$ cat src/pwm_duty_to_register_writer_macros.svh
// Assertion helpers used by the top-level RTL.
`ifndef PWM_DUTY_TO_REGISTER_WRITER_MACROS_SVH
`define PWM_DUTY_TO_REGISTER_WRITER_MACROS_SVH

`ifndef SYNTHESIS
// same-cycle implication
`define PDRW_ASSERT_NOW(label, clk, rst_n, ante, cons, msg) \
    label: assert property (@(posedge clk) disable iff (!rst_n) (ante) |-> (cons)) \
        else $error(msg);
// next-cycle implication
`define PDRW_ASSERT_NEXT(label, clk, rst_n, ante, cons, msg) \
    label: assert property (@(posedge clk) disable iff (!rst_n) (ante) |=> (cons)) \
        else $error(msg);
`else
`define PDRW_ASSERT_NOW(label, clk, rst_n, ante, cons, msg)
`define PDRW_ASSERT_NEXT(label, clk, rst_n, ante, cons, msg)
`endif

`endif

$ cat src/pdrw_pkg.sv
package pdrw_pkg;

    localparam int unsigned COUNT_STEPS_DEF   = 4096;
    localparam int unsigned CHANNEL_COUNT_DEF = 16;

    localparam int unsigned VAL_W  = 31;
    localparam int unsigned CHAN_W = 4;

    // request kinds
    localparam logic [1:0] KIND_CONFIG  = 2'd0;
    localparam logic [1:0] KIND_ENABLE  = 2'd1;
    localparam logic [1:0] KIND_DISABLE = 2'd2;

    // enable state
    localparam logic [1:0] EN_OFF     = 2'd0;
    localparam logic [1:0] EN_ON      = 2'd1;
    localparam logic [1:0] EN_UNKNOWN = 2'd2;

    // write sequence shapes
    localparam logic [1:0] MODE_OFF  = 2'd0;
    localparam logic [1:0] MODE_FULL = 2'd1;
    localparam logic [1:0] MODE_EDGE = 2'd2;

    // device register offsets within a channel group
    localparam logic [6:0] ADDR_ON_L  = 7'h06;
    localparam logic [6:0] ADDR_ON_H  = 7'h07;
    localparam logic [6:0] ADDR_OFF_L = 7'h08;
    localparam logic [6:0] ADDR_OFF_H = 7'h09;
    localparam logic [7:0] FULL_FLAG  = 8'h10;

    typedef struct packed {
        logic [1:0]       kind;
        logic [VAL_W-1:0] duty;
        logic [VAL_W-1:0] period;
        logic             polarity;
    } req_t;

    typedef struct packed {
        logic [6:0] reg_address;
        logic [7:0] reg_data;
        logic       last;
    } wr_t;

    typedef struct packed {
        logic       go;
        logic [1:0] mode;
    } seq_start_t;

    typedef struct packed {
        logic busy;
        logic done;
    } div_stat_t;

endpackage

$ cat src/pdrw_div.sv
// Restoring divider, one quotient bit per cycle. The caller guarantees the
// quotient fits in QW bits, so the upper dividend bits seed the remainder.
module pdrw_div #(
    parameter int unsigned QW = 13
) (
    input  logic                                 clk,
    input  logic                                 rst_n,
    input  logic                                 start,
    input  logic [pdrw_pkg::VAL_W+QW-1:0]        dividend,
    input  logic [pdrw_pkg::VAL_W-1:0]           divisor,
    output pdrw_pkg::div_stat_t                  stat,
    output logic [QW-1:0]                        quotient
);

    localparam int unsigned VW = pdrw_pkg::VAL_W;
    localparam int unsigned CW = $clog2(QW);

    logic [VW-1:0] rem_reg, rem_next;
    logic [VW-1:0] dvs_reg, dvs_next;
    logic [QW-1:0] lo_reg, lo_next;
    logic [CW-1:0] cnt_reg, cnt_next;
    logic          busy_reg, busy_next;
    logic          done_reg, done_next;

    logic [VW+1:0] diff;
    logic          ge;

    always_comb
    begin
        diff = {1'b0, rem_reg, lo_reg[QW-1]} - {2'b00, dvs_reg};
        ge   = !diff[VW+1];
    end

    always_comb
    begin
        rem_next  = rem_reg;
        dvs_next  = dvs_reg;
        lo_next   = lo_reg;
        cnt_next  = cnt_reg;
        busy_next = busy_reg;
        done_next = 1'b0;
        if (start)
        begin
            rem_next  = dividend[VW+QW-1:QW];
            lo_next   = dividend[QW-1:0];
            dvs_next  = divisor;
            cnt_next  = '0;
            busy_next = 1'b1;
        end
        else if (busy_reg)
        begin
            rem_next = ge ? diff[VW-1:0] : {rem_reg[VW-2:0], lo_reg[QW-1]};
            // dividend bits leave at the top, quotient bits enter at the bottom
            lo_next  = {lo_reg[QW-2:0], ge};
            cnt_next = cnt_reg + 1'b1;
            if (cnt_reg == CW'(QW - 1))
            begin
                busy_next = 1'b0;
                done_next = 1'b1;
            end
        end
    end

    always_ff @(posedge clk or negedge rst_n)
    begin
        if (!rst_n)
        begin
            busy_reg <= 1'b0;
            done_reg <= 1'b0;
            cnt_reg  <= '0;
        end
        else
        begin
            busy_reg <= busy_next;
            done_reg <= done_next;
            cnt_reg  <= cnt_next;
        end
    end

    always_ff @(posedge clk)
    begin
        rem_reg <= rem_next;
        dvs_reg <= dvs_next;
        lo_reg  <= lo_next;
    end

    assign stat.busy = busy_reg;
    assign stat.done = done_reg;
    assign quotient  = lo_reg;

endmodule

$ cat src/pdrw_wr.sv
// Emits the register write sequence, one word per accepted output.
module pdrw_wr #(
    parameter int unsigned COUNT_STEPS   = pdrw_pkg::COUNT_STEPS_DEF,
    parameter int unsigned CHANNEL_COUNT = pdrw_pkg::CHANNEL_COUNT_DEF
) (
    input  logic                               clk,
    input  logic                               rst_n,
    input  pdrw_pkg::seq_start_t               start,
    input  logic [$clog2(COUNT_STEPS+1)-1:0]   count,
    input  logic [pdrw_pkg::CHAN_W-1:0]        channel,
    output logic                               wr_valid,
    input  logic                               wr_ready,
    output pdrw_pkg::wr_t                      wr,
    output logic                               done
);

    localparam int unsigned EW      = $clog2(COUNT_STEPS);
    localparam int unsigned PH_STEP = COUNT_STEPS / CHANNEL_COUNT;
    localparam int unsigned NCH     = 2 ** pdrw_pkg::CHAN_W;

    logic [EW-1:0] phase_tab [NCH];

    for (genvar i = 0; i < NCH; i++)
    begin : g_phase
        localparam int unsigned PH = (i * PH_STEP) % COUNT_STEPS;
        assign phase_tab[i] = EW'(PH);
    end

    logic [EW-1:0]   on_edge, off_edge;
    logic [EW:0]     edge_sum;
    logic [6:0]      grp;
    logic [15:0]     on16, off16;
    pdrw_pkg::wr_t   word;
    logic            load;

    logic [1:0]      mode_reg, mode_next;
    logic [EW-1:0]   on_reg, on_next;
    logic [EW-1:0]   off_reg, off_next;
    logic [1:0]      idx_reg, idx_next;
    logic            pend_reg, pend_next;
    logic            valid_reg, valid_next;
    pdrw_pkg::wr_t   wr_reg, wr_next;

    always_comb
    begin
        on_edge  = phase_tab[channel];
        edge_sum = (EW+1)'(on_edge) + (EW+1)'(count[EW-1:0]);
        // both terms below COUNT_STEPS: one subtract wraps it
        if (edge_sum >= (EW+1)'(COUNT_STEPS))
            off_edge = EW'(edge_sum - (EW+1)'(COUNT_STEPS));
        else
            off_edge = edge_sum[EW-1:0];
    end

    always_comb
    begin
        grp  = 7'({channel, 2'b00});
        on16 = 16'(on_reg);
        off16 = 16'(off_reg);
        word = '0;
        case (mode_reg)
            pdrw_pkg::MODE_OFF:
            begin
                word.reg_address = pdrw_pkg::ADDR_OFF_H + grp;
                word.reg_data    = pdrw_pkg::FULL_FLAG;
                word.last        = 1'b1;
            end
            pdrw_pkg::MODE_FULL:
            begin
                if (idx_reg == 2'd0)
                begin
                    word.reg_address = pdrw_pkg::ADDR_ON_H + grp;
                    word.reg_data    = pdrw_pkg::FULL_FLAG;
                    word.last        = 1'b0;
                end
                else
                begin
                    word.reg_address = pdrw_pkg::ADDR_OFF_H + grp;
                    word.reg_data    = 8'h00;
                    word.last        = 1'b1;
                end
            end
            pdrw_pkg::MODE_EDGE:
            begin
                // ON_L, ON_H, OFF_L, OFF_H are consecutive
                word.reg_address = pdrw_pkg::ADDR_ON_L + grp + 7'(idx_reg);
                case (idx_reg)
                    2'd0:    word.reg_data = on16[7:0];
                    2'd1:    word.reg_data = {4'h0, on16[11:8]};
                    2'd2:    word.reg_data = off16[7:0];
                    default: word.reg_data = {4'h0, off16[11:8]};
                endcase
                word.last = (idx_reg == 2'd3);
            end
            default:
            begin
                word.reg_address = pdrw_pkg::ADDR_OFF_H + grp;
                word.reg_data    = pdrw_pkg::FULL_FLAG;
                word.last        = 1'b1;
            end
        endcase
    end

    assign load = pend_reg && (!valid_reg || wr_ready);

    always_comb
    begin
        mode_next  = mode_reg;
        on_next    = on_reg;
        off_next   = off_reg;
        idx_next   = idx_reg;
        pend_next  = pend_reg;
        valid_next = valid_reg;
        wr_next    = wr_reg;
        if (start.go)
        begin
            mode_next = start.mode;
            on_next   = on_edge;
            off_next  = off_edge;
            idx_next  = 2'd0;
            pend_next = 1'b1;
        end
        else if (load)
        begin
            wr_next    = word;
            valid_next = 1'b1;
            idx_next   = idx_reg + 2'd1;
            pend_next  = !word.last;
        end
        else if (wr_ready)
        begin
            valid_next = 1'b0;
        end
    end

    always_ff @(posedge clk or negedge rst_n)
    begin
        if (!rst_n)
        begin
            pend_reg  <= 1'b0;
            valid_reg <= 1'b0;
            idx_reg   <= 2'd0;
            mode_reg  <= pdrw_pkg::MODE_OFF;
        end
        else
        begin
            pend_reg  <= pend_next;
            valid_reg <= valid_next;
            idx_reg   <= idx_next;
            mode_reg  <= mode_next;
        end
    end

    always_ff @(posedge clk)
    begin
        on_reg  <= on_next;
        off_reg <= off_next;
        wr_reg  <= wr_next;
    end

    assign wr_valid = valid_reg;
    assign wr       = wr_reg;
    assign done     = valid_reg && wr_ready && wr_reg.last;

endmodule

$ cat src/pwm_duty_to_register_writer.sv
// PWM duty to register writer. Each request word (configure, enable,
// disable) is compared with the kept channel state; a request that changes
// nothing, or an enable/disable before the first configure, produces no
// writes. A change yields one, two or four register write words on the wr
// channel, the final one flagged last. A change that needs no division
// (disabled channel, period zero, duty at or past the period with polarity
// set, or past it with polarity clear) goes from PREP straight to SEND.
// When the on-count must be divided out, the request passes through PREP,
// MUL, DIV and SEND, and in DIV a bit-serial divider works out the
// clog2(COUNT_STEPS+1)-bit quotient (13 bits at 4096 steps). Write words
// wait while wr_ready is low. A new request is taken once the last write
// word has been accepted. The channel register is to be written only while
// no request is in flight.
`include "pwm_duty_to_register_writer_macros.svh"

module pwm_duty_to_register_writer #(
    parameter int unsigned COUNT_STEPS   = pdrw_pkg::COUNT_STEPS_DEF,
    parameter int unsigned CHANNEL_COUNT = pdrw_pkg::CHANNEL_COUNT_DEF
) (
    input  logic                         clk,
    input  logic                         rst_n,
    input  logic                         cfg_we,
    input  logic [pdrw_pkg::CHAN_W-1:0]  cfg_data,
    input  logic                         req_valid,
    output logic                         req_ready,
    input  pdrw_pkg::req_t               req,
    output logic                         wr_valid,
    input  logic                         wr_ready,
    output pdrw_pkg::wr_t                wr
);

    localparam int unsigned VW = pdrw_pkg::VAL_W;
    localparam int unsigned QW = $clog2(COUNT_STEPS + 1);
    localparam int unsigned NW = VW + QW;

    localparam logic [2:0] ST_IDLE = 3'd0;
    localparam logic [2:0] ST_PREP = 3'd1;
    localparam logic [2:0] ST_MUL  = 3'd2;
    localparam logic [2:0] ST_DIV  = 3'd3;
    localparam logic [2:0] ST_SEND = 3'd4;

    logic [2:0]                   state_reg, state_next;
    logic [pdrw_pkg::CHAN_W-1:0]  chan_reg, chan_next;
    logic [1:0]                   en_reg, en_next;
    logic [VW-1:0]                duty_reg, duty_next;
    logic [VW-1:0]                period_reg, period_next;
    logic                         pol_reg, pol_next;
    logic                         known_reg, known_next;
    logic [VW-1:0]                numer_reg, numer_next;

    logic                  accept;
    logic                  div_start;
    logic [NW-1:0]         dividend;
    pdrw_pkg::div_stat_t   div_st;
    logic [QW-1:0]         quotient;
    pdrw_pkg::seq_start_t  seq_start;
    logic [QW-1:0]         seq_count;
    logic                  seq_done;
    logic                  want_on;

    assign req_ready = (state_reg == ST_IDLE);
    assign accept    = req_valid && req_ready;
    assign chan_next = cfg_we ? cfg_data : chan_reg;
    assign dividend  = NW'(numer_reg) * NW'(COUNT_STEPS);
    assign want_on   = (req.kind == pdrw_pkg::KIND_ENABLE);

    always_comb
    begin
        state_next  = state_reg;
        en_next     = en_reg;
        duty_next   = duty_reg;
        period_next = period_reg;
        pol_next    = pol_reg;
        known_next  = known_reg;
        numer_next  = numer_reg;
        div_start   = 1'b0;
        seq_start   = '0;
        seq_count   = quotient;
        case (state_reg)
            ST_IDLE:
            begin
                if (accept)
                begin
                    if (req.kind == pdrw_pkg::KIND_CONFIG)
                    begin
                        if (!(known_reg && req.duty == duty_reg &&
                              req.period == period_reg && req.polarity == pol_reg))
                        begin
                            duty_next   = req.duty;
                            period_next = req.period;
                            pol_next    = req.polarity;
                            known_next  = 1'b1;
                            state_next  = ST_PREP;
                        end
                    end
                    else if (req.kind == pdrw_pkg::KIND_ENABLE ||
                             req.kind == pdrw_pkg::KIND_DISABLE)
                    begin
                        if (en_reg != (want_on ? pdrw_pkg::EN_ON : pdrw_pkg::EN_OFF))
                        begin
                            en_next = want_on ? pdrw_pkg::EN_ON : pdrw_pkg::EN_OFF;
                            if (known_reg)
                                state_next = ST_PREP;
                        end
                    end
                end
            end
            ST_PREP:
            begin
                // unknown enable state counts as enabled
                seq_start.go = 1'b1;
                state_next   = ST_SEND;
                if (en_reg == pdrw_pkg::EN_OFF)
                    seq_start.mode = pol_reg ? pdrw_pkg::MODE_OFF : pdrw_pkg::MODE_FULL;
                else if (period_reg == '0)
                    seq_start.mode = pdrw_pkg::MODE_OFF;
                else if (pol_reg && duty_reg >= period_reg)
                    seq_start.mode = pdrw_pkg::MODE_FULL;
                else if (!pol_reg && duty_reg > period_reg)
                    seq_start.mode = pdrw_pkg::MODE_OFF;
                else
                begin
                    seq_start.go = 1'b0;
                    numer_next   = pol_reg ? duty_reg : period_reg - duty_reg;
                    state_next   = ST_MUL;
                end
            end
            ST_MUL:
            begin
                div_start  = 1'b1;
                state_next = ST_DIV;
            end
            ST_DIV:
            begin
                if (div_st.done)
                begin
                    seq_start.go = 1'b1;
                    if (quotient == '0)
                        seq_start.mode = pdrw_pkg::MODE_OFF;
                    else if (quotient >= QW'(COUNT_STEPS))
                        seq_start.mode = pdrw_pkg::MODE_FULL;
                    else
                        seq_start.mode = pdrw_pkg::MODE_EDGE;
                    state_next = ST_SEND;
                end
            end
            ST_SEND:
            begin
                if (seq_done)
                    state_next = ST_IDLE;
            end
            default:
            begin
                state_next = ST_IDLE;
            end
        endcase
    end

    always_ff @(posedge clk or negedge rst_n)
    begin
        if (!rst_n)
        begin
            state_reg  <= ST_IDLE;
            chan_reg   <= '0;
            en_reg     <= pdrw_pkg::EN_UNKNOWN;
            duty_reg   <= '0;
            period_reg <= '0;
            pol_reg    <= 1'b0;
            known_reg  <= 1'b0;
        end
        else
        begin
            state_reg  <= state_next;
            chan_reg   <= chan_next;
            en_reg     <= en_next;
            duty_reg   <= duty_next;
            period_reg <= period_next;
            pol_reg    <= pol_next;
            known_reg  <= known_next;
        end
    end

    always_ff @(posedge clk)
    begin
        numer_reg <= numer_next;
    end

    pdrw_div #(
        .QW (QW)
    ) u_div (
        .clk      (clk),
        .rst_n    (rst_n),
        .start    (div_start),
        .dividend (dividend),
        .divisor  (period_reg),
        .stat     (div_st),
        .quotient (quotient)
    );

    pdrw_wr #(
        .COUNT_STEPS   (COUNT_STEPS),
        .CHANNEL_COUNT (CHANNEL_COUNT)
    ) u_wr (
        .clk      (clk),
        .rst_n    (rst_n),
        .start    (seq_start),
        .count    (seq_count),
        .channel  (chan_reg),
        .wr_valid (wr_valid),
        .wr_ready (wr_ready),
        .wr       (wr),
        .done     (seq_done)
    );

    `PDRW_ASSERT_NOW(a_idle_no_word, clk, rst_n, req_ready, !wr_valid, "word pending while idle")
    `PDRW_ASSERT_NOW(a_div_done_state, clk, rst_n, div_st.done, state_reg == ST_DIV, "divider done outside DIV")
    `PDRW_ASSERT_NEXT(a_last_to_idle, clk, rst_n, seq_done, req_ready, "no return to idle after last word")
    `PDRW_ASSERT_NOW(a_div_quiet, clk, rst_n, state_reg == ST_IDLE || state_reg == ST_SEND, !div_st.busy, "divider busy out of order")

endmodule

$ cat config.mk
export PLATFORM = sky130hd
export DESIGN_NAME = pwm_duty_to_register_writer
export DESIGN_NICKNAME = d
export VERILOG_FILES = /design/src/pdrw_pkg.sv /design/src/pdrw_div.sv /design/src/pdrw_wr.sv /design/src/pwm_duty_to_register_writer.sv
export VERILOG_INCLUDE_DIRS = /design/src /design/src/src
export SDC_FILE = /design/constraint.sdc
export NUM_CORES = 1
export LEC_CHECK = 0
export BUFFER_PORTS_ARGS = -buffer_cell sky130_fd_sc_hd__buf_2
export CAP_MARGIN = 20
export CORE_MARGIN = 4
export CORE_UTILIZATION = 35
export DETAILED_ROUTE_END_ITERATION = 7
export GPL_TIMING_DRIVEN = 0
export RECOVER_POWER = 100
export SLEW_MARGIN = 20
export SYNTH_ARGS = -nofsm -noshare
export SYNTH_HDL_FRONTEND = slang
export SYNTH_SLANG_ARGS = --single-unit
$ cat constraint.sdc
create_clock -name clk -period 6.5 [get_ports clk]
set_input_delay 1.3 -clock clk [delete_from_list [all_inputs] [get_ports clk]]
set_output_delay 1.3 -clock clk [all_outputs]
set_load 0.02 [all_outputs]
==> flow_results.xml, run 1 <==
<?xml version="1.0" encoding="UTF-8"?>
<metrics>
  <group name="clocking">
    <metric name="root_buffer_master" unit="">sky130_fd_sc_hd__clkbuf_16</metric>
    <metric name="clock-sinks" unit="">223</metric>
    <metric name="insertion_delay" unit="ns">0.52</metric>
    <metric name="cts_setup_buffers" unit="">0</metric>
    <metric name="post_cts_resized" unit="">0</metric>
    <metric name="cts-root-to-sink-buffers" unit="">3</metric>
    <metric name="cts_tree" unit="">built</metric>
    <metric name="reg_clk_slew_reported_paths" unit="ns">0.06</metric>
    <metric name="ctsHtreeMaxLevel" unit="">1</metric>
    <metric name="post_cts_hold_buffer_count" unit="">0</metric>
    <metric name="cts_inserted_buffers" unit="">24</metric>
  </group>
  <group name="timing">
    <metric name="worst_pin_slew" unit="ns">2.33</metric>
    <metric name="finalSetupTns" unit="ns">0</metric>
    <metric name="relSlewSlack" unit="%">-55.2</metric>
    <metric name="report.final.hold_viol_count" unit="">0</metric>
    <metric name="finalCriticalPeriod" unit="ns">4.85</metric>
    <metric name="grt_setup_unrepaired" unit="">false</metric>
    <metric name="fmax" unit="MHz">206</metric>
    <metric name="finalSetupViolCount" unit="">0</metric>
    <metric name="finalMaxSlewViolations" unit="">99</metric>
    <metric name="max_clock_skew" unit="ns">0.0149</metric>
    <metric name="setup_slack" unit="ns">1.65</metric>
    <metric name="layout_worst_path_cycle_share" unit="%">74.7</metric>
  </group>
  <group name="worst_setup_path">
    <metric name="largest_driver_fanout_on_the_critical_path" unit="">10</metric>
    <metric name="setup.worst_path.start_class" unit="">input pin</metric>
    <metric name="worstSetupStartpoint" unit="">req[29]</metric>
    <metric name="critPathRequiredTime" unit="ns">6.90</metric>
    <metric name="rr_startpoint" unit="">period_reg[7]</metric>
    <metric name="worst-r2r-cell-count" unit="">10</metric>
    <metric name="criticalPathCategory" unit="">input pin to flop</metric>
    <metric name="arrival" unit="ns">5.25</metric>
    <metric name="timing.critical_path.to_type" unit="">flop</metric>
    <metric name="cp_slowest_cell" unit="">sky130_fd_sc_hd__clkbuf_1</metric>
    <metric name="cpMostUsedCell" unit="">sky130_fd_sc_hd__clkbuf_1</metric>
    <metric name="worstPathCellList" unit="">clkbuf_1 -&gt; xor2_1 -&gt; a221oi_1 -&gt; nand4_1 -&gt; nor3_1 -&gt; nand4_1 -&gt; o31a_1 -&gt; nand3_1 -&gt; clkbuf_1 -&gt; clkbuf_1 -&gt; mux2_1</metric>
    <metric name="worst_path_largest_cell_delay" unit="ns">0.81</metric>
  </group>
  <group name="synth">
    <metric name="synth_area_leader_cell" unit="">sky130_fd_sc_hd__edfxtp_1</metric>
    <metric name="ys_warn_count" unit="">0</metric>
    <metric name="yosys.area.top_type_share" unit="%">27.8</metric>
    <metric name="synth_area" unit="um2">13500</metric>
    <metric name="ys_top_cells_by_area" unit="">sky130_fd_sc_hd__edfxtp_1 28%, sky130_fd_sc_hd__dfrtp_1 16%, sky130_fd_sc_hd__ha_1 7.4%</metric>
    <metric name="most_frequent_cell_after_synthesis" unit="">sky130_fd_sc_hd__inv_1</metric>
    <metric name="synth.lib_cells_used.distinct" unit="">74</metric>
    <metric name="synth.top_cells.by_count" unit="">127 x sky130_fd_sc_hd__inv_1, 125 x sky130_fd_sc_hd__edfxtp_1, 108 x sky130_fd_sc_hd__nor2_1, 99 x sky130_fd_sc_hd__nand2_1, 97 x sky130_fd_sc_hd__o21ai_0</metric>
    <metric name="synthCells" unit="">1367</metric>
    <metric name="ys_seq_area_share" unit="%">45.5</metric>
    <metric name="synth_async_sr_flop_share" unit="%">38.1</metric>
    <metric name="syn_avg_cell_area" unit="um2">9.87</metric>
    <metric name="synth_flop_cell" unit="">sky130_fd_sc_hd__edfxtp_1</metric>
    <metric name="synthesis.nets" unit="">1524</metric>
    <metric name="synth-edff-count" unit="">125</metric>
    <metric name="yosys_register_bits" unit="">223</metric>
  </group>
  <group name="floorplanning">
    <metric name="core_area" unit="um2">37800</metric>
    <metric name="initial_core_util" unit="%">35.7</metric>
    <metric name="design.portCount" unit="">92</metric>
    <metric name="die_w" unit="um">204</metric>
    <metric name="die_outline_area" unit="um2">41800</metric>
    <metric name="chipHeight" unit="um">204</metric>
    <metric name="rows" unit="">71</metric>
  </group>
  <group name="place">
    <metric name="placedCellCount" unit="">1973</metric>
    <metric name="globalplace.congestion" unit="">0.947</metric>
    <metric name="dp_slack" unit="ns">2.22</metric>
    <metric name="dp_hpwl" unit="um">31100</metric>
    <metric name="numPortBuffers" unit="">91</metric>
  </group>
  <group name="global_routing">
    <metric name="grt_max_degree" unit="">48</metric>
    <metric name="global_route.usage.total" unit="%">18.8</metric>
    <metric name="grt_first_pass_wirelength" unit="um">61800</metric>
    <metric name="grt-ovfl-total" unit="">0</metric>
    <metric name="number_of_global_route_vias_before_repair" unit="">10700</metric>
    <metric name="antenna_found_initial" unit="">0</metric>
  </group>
  <group name="cells_and_area">
    <metric name="synthToLayoutAreaGrowth" unit="%">13.6</metric>
    <metric name="layout.nets" unit="">1645</metric>
    <metric name="final-instance-count-excl-fill" unit="">2017</metric>
    <metric name="final_layout_size_suffix_gt1_share" unit="%">9.03</metric>
    <metric name="antenna_cells" unit="">0</metric>
    <metric name="layout.core_utilization" unit="%">40.5</metric>
    <metric name="fillers" unit="">3847</metric>
  </group>
  <group name="power">
    <metric name="power_switching_share" unit="%">44.4</metric>
    <metric name="power-per-cell-area" unit="nW/um2">546</metric>
    <metric name="p_switching" unit="W">0.00372</metric>
    <metric name="p_leak" unit="nW">6.41</metric>
    <metric name="p_clk_share" unit="%">15.9</metric>
    <metric name="combinationalPowerShare" unit="%">51.5</metric>
    <metric name="power.internal" unit="W">0.00465</metric>
    <metric name="ir_worst_vdd" unit="V">0.000221</metric>
    <metric name="seq_power_share" unit="%">32.6</metric>
  </group>
  <group name="min_path">
    <metric name="worst_hold_path_type" unit="">flop to flop</metric>
    <metric name="min-delay-start" unit="">chan_reg[3]</metric>
    <metric name="min_delay_path_depth" unit="">0</metric>
  </group>
  <group name="routing">
    <metric name="route.detailed.wl_per_inst" unit="um">19.7</metric>
    <metric name="via_count" unit="">10900</metric>
    <metric name="drc_errors" unit="">0</metric>
    <metric name="totalWireLength" unit="um">39800</metric>
    <metric name="final_antenna_net_count" unit="">0</metric>
    <metric name="first_pass_iters" unit="">7</metric>
    <metric name="post_drt_via_cell_ratio" unit="">5.40</metric>
    <metric name="detail_route.iter0.violations" unit="">974</metric>
  </group>
  <group name="status">
    <metric name="status" unit="">finished with violations</metric>
    <metric name="violations" unit="">capacitance limit, slew limit</metric>
  </group>
  <group name="job">
    <metric name="maximum_capacitance_violations" unit="">3</metric>
  </group>
</metrics>
cell type report:
cell class / count / area, um2 / area share [%]
Buffer: 52 / 209 / 1.36
Clock buffer: 31 / 668 / 4.36
Clock inverter: 13 / 95.1 / 0.621
Inverter: 127 / 477 / 3.11
Multi-Input combinational cell: 965 / 6600 / 43.1
Sequential cell: 223 / 6140 / 40.1
Tap cell: 511 / 639 / 4.17
Timing Repair Buffer: 95 / 492 / 3.21
worst max-delay path, delay by kind of cell:
kind                   cells  cell delay [ns]
buffers and inverters      3             1.51
AND/OR/NAND/NOR            4             1.02
AO/OA/AOI/OAI              2             0.85
multiplexers               1             0.39
XOR/XNOR                   1             0.19
worst paths after layout:
| path | end | slack (ns) |
|---|---|---|
| setup / recovery | period_reg[24] | 1.65 |
| hold / removal | u_wr.on_reg[11] | 0.45 |
| setup reg to reg | u_wr.wr[6] | 1.78 |
| hold reg to reg | u_wr.on_reg[11] | 0.45 |
| max in group asynchronous | u_wr.pend_reg | 3.68 |
| min in group asynchronous | period_reg[8] | 1.47 |
kinds of logic after synthesis:
| group | after synthesis | share of synthesized area, % |
|---|---|---|
| compound gates | 353 | 17.1 |
| xor+xnor | 90 | 5.84 |
| mux | 60 | 4.89 |
| simple gates | 379 | 13.3 |
| flops | 223 | 45.5 |
| fa+ha+maj | 83 | 7.86 |
| buf+inv | 179 | 5.54 |
power groups by stage:
stage                     sequential (W)  clock (W)  combinational (W)
after detailed placement         0.00274          0            0.00429
after floorplan                  0.00251          0            0.00320
after global placement           0.00273          0            0.00422
final                            0.00273    0.00133            0.00431
after CTS                        0.00271    0.00136            0.00432
after global routing             0.00278    0.00142            0.00479
per-layer routing:
metal / global-route usage [%] / vias up / wire (um)
li1: - / 5198 / -
met1: 27.5 / 5277 / 18500
met2: 28.9 / 340 / 17200
met3: 1.98 / 74 / 2420
met4: 6.92 / 0 / 1690
met5: 0 / - / 0
cell usage in the layout (no fill, tap or decap), drive strengths merged, types with 60 or more instances in the layout:
| master | n |
|---|---|
| buf | 79 |
| a21oi | 60 |
| dfrtp | 84 |
| clkbuf | 99 |
| ha | 80 |
| inv | 127 |
| o21ai | 100 |
| nand2 | 99 |
| nor2 | 108 |
| edfxtp | 125 |
metrics by stage:
step	power [W]	instance area [um2]	hold slack (ns)
floorplan	0.00571	13500	0.423
global placement	0.00696	14600	0.428
detailed placement	0.00703	14700	0.433
CTS	0.00839	15500	0.448
global route	0.00899	15300	0.465
finish	0.00837	15300	0.448
(Power assumes the default switching activity.)
==> run 2: changes to the inputs <==
- ABC_AREA: default -> 1
- clock period: 6.5 -> 4.4 ns (I/O delays scaled with it)
==> run 2 against run 1 <==
Compared with the run above: the run still ends with capacitance limit, slew limit left; critical path type is now flop to flop; via count grew 33%; cell area increased by 15%; clock power increased by 79%; synthesized cell count up 62%; first-iteration DRC count shrank 1.3%; sequential share of layout area down 5.3 points.
==> flow_results.xml, run 2 <==
<?xml version="1.0" encoding="UTF-8"?>
<metrics>
  <group name="status">
    <metric name="status" unit="">finished with violations</metric>
    <metric name="violations" unit="">capacitance limit, slew limit</metric>
  </group>
  <group name="clocking">
    <metric name="clock-sinks" unit="">223</metric>
    <metric name="cts-root-to-sink-buffers" unit="">3</metric>
    <metric name="ctsHtreeMaxLevel" unit="">1</metric>
    <metric name="cts_inserted_buffers" unit="">25</metric>
    <metric name="root_buffer_master" unit="">sky130_fd_sc_hd__clkbuf_16</metric>
    <metric name="post_cts_hold_buffer_count" unit="">0</metric>
    <metric name="cts_setup_buffers" unit="">0</metric>
    <metric name="reg_clk_slew_reported_paths" unit="ns">0.06</metric>
    <metric name="post_cts_resized" unit="">0</metric>
    <metric name="insertion_delay" unit="ns">0.54</metric>
    <metric name="cts_tree" unit="">built</metric>
  </group>
  <group name="place">
    <metric name="dp_hpwl" unit="um">44800</metric>
    <metric name="numPortBuffers" unit="">91</metric>
    <metric name="placedCellCount" unit="">2907</metric>
    <metric name="dp_slack" unit="ns">1.11</metric>
    <metric name="globalplace.congestion" unit="">0.941</metric>
  </group>
  <group name="timing">
    <metric name="grt_setup_unrepaired" unit="">false</metric>
    <metric name="finalSetupViolCount" unit="">0</metric>
    <metric name="finalCriticalPeriod" unit="ns">3.64</metric>
    <metric name="setup_slack" unit="ns">0.756</metric>
    <metric name="report.final.hold_viol_count" unit="">0</metric>
    <metric name="fmax" unit="MHz">274</metric>
    <metric name="finalSetupTns" unit="ns">0</metric>
    <metric name="relSlewSlack" unit="%">-24.9</metric>
    <metric name="layout_worst_path_cycle_share" unit="%">82.8</metric>
    <metric name="max_clock_skew" unit="ns">0.0163</metric>
    <metric name="worst_pin_slew" unit="ns">1.87</metric>
    <metric name="finalMaxSlewViolations" unit="">73</metric>
  </group>
  <group name="routing">
    <metric name="first_pass_iters" unit="">5</metric>
    <metric name="route.detailed.wl_per_inst" unit="um">18.3</metric>
    <metric name="post_drt_via_cell_ratio" unit="">4.92</metric>
    <metric name="detail_route.iter0.violations" unit="">961</metric>
    <metric name="via_count" unit="">14500</metric>
    <metric name="totalWireLength" unit="um">53900</metric>
    <metric name="drc_errors" unit="">0</metric>
    <metric name="final_antenna_net_count" unit="">0</metric>
  </group>
  <group name="cells_and_area">
    <metric name="final-instance-count-excl-fill" unit="">2953</metric>
    <metric name="layout.cells.most_common_list" unit="">818 x sky130_fd_sc_hd__nand2_1, 341 x sky130_fd_sc_hd__inv_1, 195 x sky130_fd_sc_hd__nor2_1, 179 x sky130_fd_sc_hd__nand3_1, 125 x sky130_fd_sc_hd__edfxtp_1</metric>
    <metric name="final_layout_size_suffix_gt1_share" unit="%">6.99</metric>
    <metric name="synthToLayoutAreaGrowth" unit="%">13.2</metric>
    <metric name="antenna_cells" unit="">0</metric>
    <metric name="layout.core_utilization" unit="%">40.0</metric>
    <metric name="most_frequent_standard_cell_in_the_layout_excluding_fill_and_tap_cells" unit="">sky130_fd_sc_hd__nand2_1</metric>
    <metric name="layout.nets" unit="">2499</metric>
  </group>
  <group name="global_routing">
    <metric name="grt-ovfl-total" unit="">0</metric>
    <metric name="antenna_found_initial" unit="">0</metric>
    <metric name="grt_max_degree" unit="">73</metric>
    <metric name="global_route.usage.total" unit="%">22.1</metric>
    <metric name="number_of_global_route_vias_before_repair" unit="">14100</metric>
    <metric name="grt_first_pass_wirelength" unit="um">81200</metric>
  </group>
  <group name="synth">
    <metric name="ys_seq_area_share" unit="%">39.4</metric>
    <metric name="synth_area" unit="um2">15600</metric>
    <metric name="synth_async_sr_flop_share" unit="%">38.1</metric>
    <metric name="yosys_register_bits" unit="">223</metric>
    <metric name="synth.lib_cells_used.distinct" unit="">50</metric>
    <metric name="ys_warn_count" unit="">0</metric>
    <metric name="ys_top_cells_by_area" unit="">sky130_fd_sc_hd__edfxtp_1 24%, sky130_fd_sc_hd__nand2_1 20%, sky130_fd_sc_hd__dfrtp_1 13%</metric>
    <metric name="synth.top_cells.by_count" unit="">812 x sky130_fd_sc_hd__nand2_1, 340 x sky130_fd_sc_hd__inv_1, 195 x sky130_fd_sc_hd__nor2_1, 179 x sky130_fd_sc_hd__nand3_1, 125 x sky130_fd_sc_hd__edfxtp_1</metric>
    <metric name="synth_flop_cell" unit="">sky130_fd_sc_hd__edfxtp_1</metric>
    <metric name="most_frequent_cell_after_synthesis" unit="">sky130_fd_sc_hd__nand2_1</metric>
    <metric name="synth-edff-count" unit="">125</metric>
    <metric name="synthesis.nets" unit="">2378</metric>
    <metric name="synth_area_leader_cell" unit="">sky130_fd_sc_hd__edfxtp_1</metric>
    <metric name="syn_avg_cell_area" unit="um2">7.02</metric>
    <metric name="synthCells" unit="">2221</metric>
    <metric name="yosys.area.top_type_share" unit="%">24.1</metric>
  </group>
  <group name="min_path">
    <metric name="worst_hold_path_type" unit="">input pin to async pin</metric>
  </group>
  <group name="worst_setup_path">
    <metric name="timing.critical_path.to_type" unit="">flop</metric>
    <metric name="arrival" unit="ns">3.94</metric>
    <metric name="criticalPathCategory" unit="">flop to flop</metric>
    <metric name="largest_driver_fanout_on_the_critical_path" unit="">10</metric>
    <metric name="setup.worst_path.start_class" unit="">flop</metric>
    <metric name="critPathRequiredTime" unit="ns">4.69</metric>
  </group>
  <group name="floorplanning">
    <metric name="design.portCount" unit="">92</metric>
    <metric name="die_outline_area" unit="um2">48000</metric>
    <metric name="chipHeight" unit="um">219</metric>
    <metric name="core_area" unit="um2">44100</metric>
    <metric name="initial_core_util" unit="%">35.3</metric>
    <metric name="die_w" unit="um">219</metric>
    <metric name="rows" unit="">77</metric>
  </group>
  <group name="job">
    <metric name="maximum_capacitance_violations" unit="">2</metric>
  </group>
  <group name="power">
    <metric name="p_leak" unit="nW">8.98</metric>
    <metric name="power-per-cell-area" unit="nW/um2">857</metric>
    <metric name="ir_worst_vdd" unit="V">0.000321</metric>
    <metric name="p_total" unit="W">0.0151</metric>
  </group>
</metrics>
[run 2: changes by cell type after synthesis, moves of 15 or more]
cell / change
sky130_fd_sc_hd__nand2_1: +713
sky130_fd_sc_hd__inv_1: +213
sky130_fd_sc_hd__nand3_1: +128
sky130_fd_sc_hd__nor2_1: +87
sky130_fd_sc_hd__mux2_1: -41
sky130_fd_sc_hd__o21ai_0: -35
sky130_fd_sc_hd__a21o_1: -31
sky130_fd_sc_hd__xor2_1: -29
sky130_fd_sc_hd__a31oi_1: -28
sky130_fd_sc_hd__xnor2_1: -26
sky130_fd_sc_hd__nand3b_1: +17
sky130_fd_sc_hd__clkbuf_1: -15
[run 2: layout make-up]
class	instances	area, um2
buffer	38	189
clock buffer	28	637
clock inverter	18	297
fill	4764	26500
inverter	345	1300
multi-input combinational	1615	7890
sequential	223	6140
tap	592	741
timing repair buffer	94	460
[run 2: kinds of logic (layout without fill, tap and decap cells)]
logic type | Yosys count | after routing | share of synthesized area [%]
buf+inv | 383 | 523 | 9.85
flops | 223 | 223 | 39.4
simple gates | 1300 | 1300 | 34.8
compound gates | 197 | 197 | 7.19
fa+ha+maj | 83 | 83 | 6.80
xor+xnor | 35 | 35 | 1.97
[run 2: worst max-delay path, cell delays in order (launching register included)]
cell and delay, ns:
sky130_fd_sc_hd__edfxtp_1 0.44, sky130_fd_sc_hd__inv_1 0.19, sky130_fd_sc_hd__ha_1 0.28, sky130_fd_sc_hd__fa_1 0.40, sky130_fd_sc_hd__inv_1 0.10, sky130_fd_sc_hd__nand2_1 0.07
sky130_fd_sc_hd__o21ai_0 0.33, sky130_fd_sc_hd__nand2_1 0.10, sky130_fd_sc_hd__nand2_1 0.18, sky130_fd_sc_hd__nand2_1 0.10, sky130_fd_sc_hd__nand2_1 0.11, sky130_fd_sc_hd__nand2_1 0.32
sky130_fd_sc_hd__nand2_8 0.24, sky130_fd_sc_hd__buf_6 0.18, sky130_fd_sc_hd__nand3_1 0.16, sky130_fd_sc_hd__nand3_1 0.12, sky130_fd_sc_hd__nand2_1 0.06
[run 2: path summary, 6_finish.rpt]
kind / start / endpoint / slack (ns) / depth (start not counted)
min: rst_n / chan_reg[0] / 0.41 / 1
max reg2reg: u_div.quotient[12] / u_div.rem_reg[23] / 0.76 / 16
max: u_div.quotient[12] / u_div.rem_reg[23] / 0.76 / 16
min reg2reg: en_reg[1] / en_reg[1] / 0.46 / 2
max in group asynchronous: rst_n / known_reg / 1.67 / 2
min in group clk: en_reg[1] / en_reg[1] / 0.46 / 2
[run 2: through the flow]
stage	area (um2)	hold slack, ns
5_1_grt	17600	0.459
3_5_place_dp	16900	0.449
4_1_cts	17800	0.142
3_3_place_gp	16800	0.441
6_report	17600	0.414
2_1_floorplan	15600	0.431
[run 2: where the power goes]
| group | switching, W | internal (W) |
|---|---|---|
| registers | 0.000758 | 0.00338 |
| logic | 0.00576 | 0.00285 |
| clock network | 0.000872 | 0.00151 |
[run 2: layer usage]
metal | share of wire (%) | routed length [um] | track usage [%] | vias up
met5 | 0 | 0 | 0 | -
met4 | 5.2 | 2790 | 9.90 | 0
met3 | 3.8 | 2030 | 1.91 | 105
met2 | 45 | 24300 | 35.9 | 348
met1 | 46 | 24800 | 30.2 | 6737
li1 | - | - | - | 7324
